File: src/design/fsi_pkg.sv
// fsi_pkg: shared widths, field positions, codes, the arithmetic request struct
// and the saturation helper for the fractional sample interpolator.
// No dependencies.
`default_nettype none

package fsi_pkg;

  localparam int FSI_STORE_DEPTH = 1024;
  localparam int SAMPLE_BITS     = 16;
  localparam int FRAC_BITS       = 16;
  localparam int POS_BITS        = 27;
  localparam int WIDX_BITS       = 10;
  localparam int CNT_BITS        = 11;

  // input tdata packing, lowest field first
  localparam int WIDX_LSB    = 0;
  localparam int SVAL_LSB    = WIDX_LSB + WIDX_BITS;
  localparam int POS_LSB     = SVAL_LSB + SAMPLE_BITS;
  localparam int IN_FIELDS_W = POS_LSB + POS_BITS;
  localparam int IN_DATA_W   = ((IN_FIELDS_W + 7) / 8) * 8;
  localparam int OUT_DATA_W  = ((SAMPLE_BITS + 7) / 8) * 8;

  // configuration port
  localparam int CFG_IDX_W  = 1;
  localparam int CFG_DATA_W = CNT_BITS;
  localparam logic [CFG_IDX_W-1:0] REG_MODE  = 1'd0;
  localparam logic [CFG_IDX_W-1:0] REG_COUNT = 1'd1;

  localparam logic FUNC_WRITE = 1'b0;
  localparam logic FUNC_QUERY = 1'b1;

  localparam logic MODE_LINEAR = 1'b0;
  localparam logic MODE_CUBIC  = 1'b1;

  localparam logic STATUS_OK       = 1'b0;
  localparam logic STATUS_BAD_SIZE = 1'b1;

  // datapath widths
  localparam int ACC_W  = SAMPLE_BITS + 6;
  localparam int PROD_W = ACC_W + FRAC_BITS + 1;
  localparam int RES_W  = PROD_W - FRAC_BITS + 1;
  localparam int CMP_W  = CNT_BITS + FRAC_BITS + 1;

  localparam logic signed [RES_W-1:0] SAT_HI = RES_W'(2 ** (SAMPLE_BITS - 1) - 1);
  localparam logic signed [RES_W-1:0] SAT_LO = -SAT_HI - RES_W'(1);

  typedef struct packed {
    logic                              cubic;
    logic [FRAC_BITS-1:0]              t;
    logic [3:0][SAMPLE_BITS-1:0]       p;
  } fsi_op_t;

  function automatic logic [SAMPLE_BITS-1:0] fsi_sat(input logic signed [RES_W-1:0] v);
    logic [SAMPLE_BITS-1:0] r;
    if (v > SAT_HI) begin
      r = SAT_HI[SAMPLE_BITS-1:0];
    end else if (v < SAT_LO) begin
      r = SAT_LO[SAMPLE_BITS-1:0];
    end else begin
      r = v[SAMPLE_BITS-1:0];
    end
    return r;
  endfunction

endpackage

`default_nettype wire

File: src/design/fsi_arith.sv
// fsi_arith: shared-multiplier sequencer for linear and Catmull-Rom blending,
// rounding and saturation. Depends on fsi_pkg.
`default_nettype none

module fsi_arith import fsi_pkg::*; (
  input  wire logic                   clk,
  input  wire logic                   rst,
  input  wire logic                   start,
  input  wire fsi_op_t                op,
  output logic                        busy,
  output logic                        done,
  output logic [SAMPLE_BITS-1:0]      result
);

  localparam logic [2:0] STEP_MUL1 = 3'd1;
  localparam logic [2:0] STEP_ACC1 = 3'd2;
  localparam logic [2:0] STEP_MUL2 = 3'd3;
  localparam logic [2:0] STEP_ACC2 = 3'd4;
  localparam logic [2:0] STEP_MUL3 = 3'd5;
  localparam logic [2:0] STEP_FIN  = 3'd6;

  localparam logic signed [PROD_W-1:0] HALF = PROD_W'(2 ** (FRAC_BITS - 1));
  localparam logic signed [PROD_W:0]   ONE  = (PROD_W + 1)'(2 ** FRAC_BITS);

  logic [2:0]                 step;
  logic                       running;
  logic                       cubic;
  logic [FRAC_BITS-1:0]       t;
  logic signed [ACC_W-1:0]    acc;
  logic signed [ACC_W-1:0]    c1;
  logic signed [ACC_W-1:0]    c2;
  logic signed [ACC_W-1:0]    base;
  logic signed [PROD_W-1:0]   prod;

  logic signed [ACC_W-1:0]    s0, s1, s2, s3, d12;
  logic signed [ACC_W-1:0]    c3_in;
  logic signed [FRAC_BITS:0]  t_s;
  logic signed [PROD_W-1:0]   mul;
  logic signed [ACC_W-1:0]    prod_fl;
  logic signed [PROD_W-1:0]   lin_sum;
  logic signed [RES_W-1:0]    lin_res;
  logic signed [PROD_W:0]     cub_sum;
  logic signed [RES_W-1:0]    cub_res;

  assign s0  = ACC_W'($signed(op.p[0]));
  assign s1  = ACC_W'($signed(op.p[1]));
  assign s2  = ACC_W'($signed(op.p[2]));
  assign s3  = ACC_W'($signed(op.p[3]));
  assign d12 = s1 - s2;
  assign c3_in = (d12 <<< 1) + d12 + s3 - s0;

  assign t_s     = $signed({1'b0, t});
  assign mul     = acc * t_s;
  assign prod_fl = ACC_W'(prod >>> FRAC_BITS);

  // linear: a + floor(((b - a) * t + half) / 2^F)
  assign lin_sum = prod + HALF;
  assign lin_res = RES_W'(lin_sum >>> FRAC_BITS) + RES_W'(base);

  // cubic: floor((2 * p1 * 2^F + v * t + 2^F) / 2^(F+1))
  assign cub_sum = (PROD_W + 1)'(prod) + ((PROD_W + 1)'(base) <<< (FRAC_BITS + 1)) + ONE;
  assign cub_res = RES_W'(cub_sum >>> (FRAC_BITS + 1));

  assign busy = running;

  always_ff @(posedge clk) begin
    if (rst) begin
      running <= 1'b0;
      done    <= 1'b0;
      step    <= STEP_MUL1;
    end else begin
      done <= 1'b0;
      if (start) begin
        running <= 1'b1;
        step    <= STEP_MUL1;
        cubic   <= op.cubic;
        t       <= op.t;
        base    <= s1;
        c1      <= s2 - s0;
        c2      <= (s0 <<< 1) - (s1 <<< 2) - s1 + (s2 <<< 2) - s3;
        acc     <= (op.cubic == MODE_CUBIC) ? c3_in : (s2 - s1);
      end else if (running) begin
        case (step)
          STEP_MUL1, STEP_MUL2, STEP_MUL3: begin
            prod <= mul;
            step <= step + 3'd1;
          end
          STEP_ACC1: begin
            if (cubic == MODE_CUBIC) begin
              acc  <= prod_fl + c2;
              step <= STEP_MUL2;
            end else begin
              result  <= fsi_sat(lin_res);
              done    <= 1'b1;
              running <= 1'b0;
            end
          end
          STEP_ACC2: begin
            acc  <= prod_fl + c1;
            step <= STEP_MUL3;
          end
          STEP_FIN: begin
            result  <= fsi_sat(cub_res);
            done    <= 1'b1;
            running <= 1'b0;
          end
          default: begin
            running <= 1'b0;
          end
        endcase
      end
    end
  end

endmodule

`default_nettype wire

File: config.mk
export PLATFORM = sky130hd
export DESIGN_NAME = fsi_arith
export DESIGN_NICKNAME = d
export VERILOG_FILES = /design/src/design/fsi_pkg.sv /design/src/design/fsi_arith.sv
export SDC_FILE = /design/constraint.sdc
export NUM_CORES = 2
export LEC_CHECK = 0
export BUFFER_PORTS_ARGS = -buffer_cell sky130_fd_sc_hd__buf_2
export CORE_UTILIZATION = 25
export DETAILED_ROUTE_END_ITERATION = 10
export SLEW_MARGIN = 25
export SYNTH_ARGS = -nofsm -noshare
export SYNTH_HDL_FRONTEND = slang
export SYNTH_SLANG_ARGS = --single-unit
File: constraint.sdc
create_clock -name clk -period 8.3 [get_ports clk]
set_input_delay 1.66 -clock clk [delete_from_list [all_inputs] [get_ports clk]]
set_output_delay 1.66 -clock clk [all_outputs]
set_load 0.01 [all_outputs]
==> metrics.md <==
| Metric | Value |
|---|---|
| Routed wire length | 71.9 mm |
| Final worst path period share | 91.4% |
| Die Width | 333 um |
| Area fraction in and, or, nand and nor cells after synthesis | 14.7% |
| Clock latency on the worst-skew pair | 0.50 ns |
| Layout area overhead | 9.91% |
| Largest cells by area after synthesis | fa_1 (32%), edfxtp_1 (15%), ha_1 (12%) |
| Max frequency | 0.132 GHz |
| Syn Inst Count | 2984 |
| Setup-failing EPs final | 0 |
| Termination of the worst setup path | acc[21] |
| Max-cap viol count | 0 |
| Unrepaired setup endpoints after global routing | no |
| Hold Path Depth | 2 |
| Count of unique library cells instantiated by Yosys | 90 |
| Startpoint of the worst-slack reg-to-reg timing path | acc[13] |
| Final TNS setup | 0 ns |
| Result of the run | finished, final reports clean |
| Post-synth EDFFs | 134 |
| Clock Sinks | 139 |
| Final RePlAce weighted congestion | 0.866 |
| Routed WL per cell | 16.1 um |
| Post-Synth XOR/XNOR Area | 4.73% |
| Maximum fanout count along the critical path | 4 |
| Post-CTS Setup Repair Bufs | 0 |
| Crit path capture type | flip-flop |
| Synth Flop Type | edfxtp_1 |
| Number of global-route vias before repair | 21.3k |
| Number of synthesized register bits | 139 |
| Slack of the worst reg-to-reg path | 0.99 ns |
| Resized Gates After CTS | 0 |
| Min cycle time layout | 7.58 ns |
| Mean area per synthesized cell | 9.19 um^2 |
| CTS Buf Count | 17 |
| Chip height | 333 um |
| Relative max-transition margin | 33.1% |
| Total via count after detailed routing | 20.5k |
| Wire length of the first global-routing pass | 117 mm |
| Detail Placement HPWL | 60.1 mm |
| Most instantiated library cell after synthesis | inv_1 |
| Final Max Tran Viols | 0 |
| Net Count, Synth | 3769 |
| Cell chosen for the clock root | clkbuf_16 |
| Iteration-0 DRC count of the detailed router | 1199 |
| Crit start category | input pin |
| Area of the core region | 109000 um^2 |
| DR pass1 iterations | 7 |
| Capturing point of the worst reg2reg path | prod[38] |
| Number of buffers added on ports | 101 |
| Worst path arrival time | 7.80 ns |
| CP required | 8.52 ns |
| Largest net degree at the start of global routing | 42 |
| Floorplan row count | 121 |
| Vias per inst | 4.58 |
| Antenna violations before repair | 6 |
| Share of synthesized area occupied by flip-flops and latches | 15.0% |
| Cell area after synthesis | 27400 um^2 |
| Clock tree from TritonCTS | built |
| Min-delay worst type | reg -> reg |
| Fraction of synthesized cell area taken by the top area cell type | 32.0% |
| Launching instance or port of the critical path | op[16] |
| Measured slew at the worst slew-check pin | 1.00 ns |
| Layout Utilization | 27.7% |
| Dominant combinational cell family by area after synthesis | adder cells |
| Synth async-reset ratio | 0% |
| Drc violations | 0 |
| Most frequent cells after synthesis | inv_1 (615), fa_1 (439), nand2_1 (323), ha_1 (262), and2_1 (145) |
| Count of boundary I/O pins | 102 |
| Fraction of the mapped netlist area in adder cells | 44.0% |
| Count of filler cells inserted in the layout | 11.5k |
| Floorplan die area | 111000 um^2 |
| Class of the most critical setup path | in -> reg |
| Starting density of the core | 25.2% |
| Worst Reg-to-Reg Cells | 21 |
| Hold-fix buffer count after cts | 0 |
| Total global-route track usage | 13.4% |
| Maximum buffer depth of the clock tree | 2 |
| Remaining global-route overflow | 0 |
| Compound-cell area share of the yosys netlist | 11.1% |
| Post-synthesis cell type with the largest combined area | fa_1 |
| Fin Clk Skew | 0.0235 ns |
| Number of routed nets with antenna violations | 0 |
| Worst-path clk slew | 0.07 ns |
| Synthesis Warnings | 0 |
| Multiplexer fraction of the synthesized cell area | 0.807% |
| Hold violation count in the final report | 0 |
| H-tree lvl count | 4 |
| Total number of nets in the final design | 3829 |
| Share of cells above drive strength 1 | 6.90% |
## critical path, stage by stage
cell and delay (ns):
buf_2 0.13, inv_1 0.08, ha_1 0.19, inv_1 0.06
fa_1 0.40, a21o_1 0.20, a21oi_1 0.22, o21ai_0 0.13
a21oi_1 0.22, nand2b_1 0.16, a21oi_1 0.09, o31a_1 0.26
o41ai_1 0.29, buf_4 0.20, xnor2_1 0.17, fa_1 0.49
fa_1 0.54, inv_1 0.04, ha_1 0.34, a21o_1 0.17
a21o_1 0.20, or3_1 0.31, a211oi_1 0.25, o41ai_1 0.19
a21oi_1 0.20, mux2i_1 0.08, or3_1 0.36, a21boi_0 0.13
## flip-flops by register name (all words and copies together) (netlist names)
register  count
cubic         1
done          1
acc          22
step          3
result       16
t            16
prod         24
c1           17
base         16
c2           22
busy          1
## routing by layer
metal / vias to the layer above / global-route usage (%) / share of wire [%]
met4: 4 / 2.93 / 1.6
met1: 10296 / 18.4 / 46
li1: 9698 / - / -
met3: 66 / 1.60 / 4.0
met5: - / 0 / 0.031
met2: 426 / 22.6 / 48
## cells by family after synthesis
kind of cell	Yosys count
and+or+nand+nor	828
adders and majority gates	701
buffers and inverters	698
AOI/OAI and AO/OA	450
xor gates and xnor gates	148
DFF	139
muxes	20
## through the flow
stage | cells | instance area [um^2] | hold WS, ns | setup slack [ns]
after floorplan | 2984 | 27400 | 0.485 | 0.878
after CTS | 4471 | 30100 | 0.577 | 0.776
after global routing | 4472 | 30100 | 0.619 | 0.297
after global placement | 4438 | 29600 | 0.571 | 0.285
after detailed placement | 4439 | 29600 | 0.562 | 0.262
final | 4473 | 30200 | 0.568 | 0.717
## cell usage in the layout (no fill, tap or decap), types with 26 or more instances in the layout
| cell type | Yosys | final |
|---|---|---|
| buf_2 | 3 | 101 |
| nor2_1 | 118 | 115 |
| edfxtp_1 | 134 | 134 |
| nor2b_1 | 32 | 32 |
| ha_1 | 262 | 262 |
| fa_1 | 439 | 439 |
| and2_1 | 145 | 145 |
| inv_1 | 615 | 615 |
| nand3_1 | 45 | 45 |
| and3_1 | 26 | 26 |
| a21oi_1 | 115 | 115 |
| nor3_1 | 48 | 48 |
| xnor2_1 | 108 | 108 |
| o21ai_0 | 82 | 82 |
| a21o_1 | 51 | 51 |
| xor2_1 | 40 | 40 |
| nand2_1 | 323 | 323 |
## worst min-delay path by stage
stage | endpoint | from
floorplan | done | cubic
global placement | step[1] | step[1]
detailed placement | step[1] | step[1]
CTS | step[1] | step[1]
global route | step[1] | step[1]
finish | step[1] | step[1]
## cell type report
cell class                      count  area (um^2)  area share [%]
Antenna cell                        2         5.00          0.0166
Clock buffer                       18          450            1.49
Clock inverter                     14          124           0.411
Inverter                          616         2310            7.67
Multi-Input combinational cell   2147        20700            68.6
Sequential cell                   139         4120            13.7
Tap cell                         1414         1770            5.87
Timing Repair Buffer              123          674            2.24
Power is not shown: default switching activity piles up to over one toggle a cycle in this logic, so the estimate is an artifact.
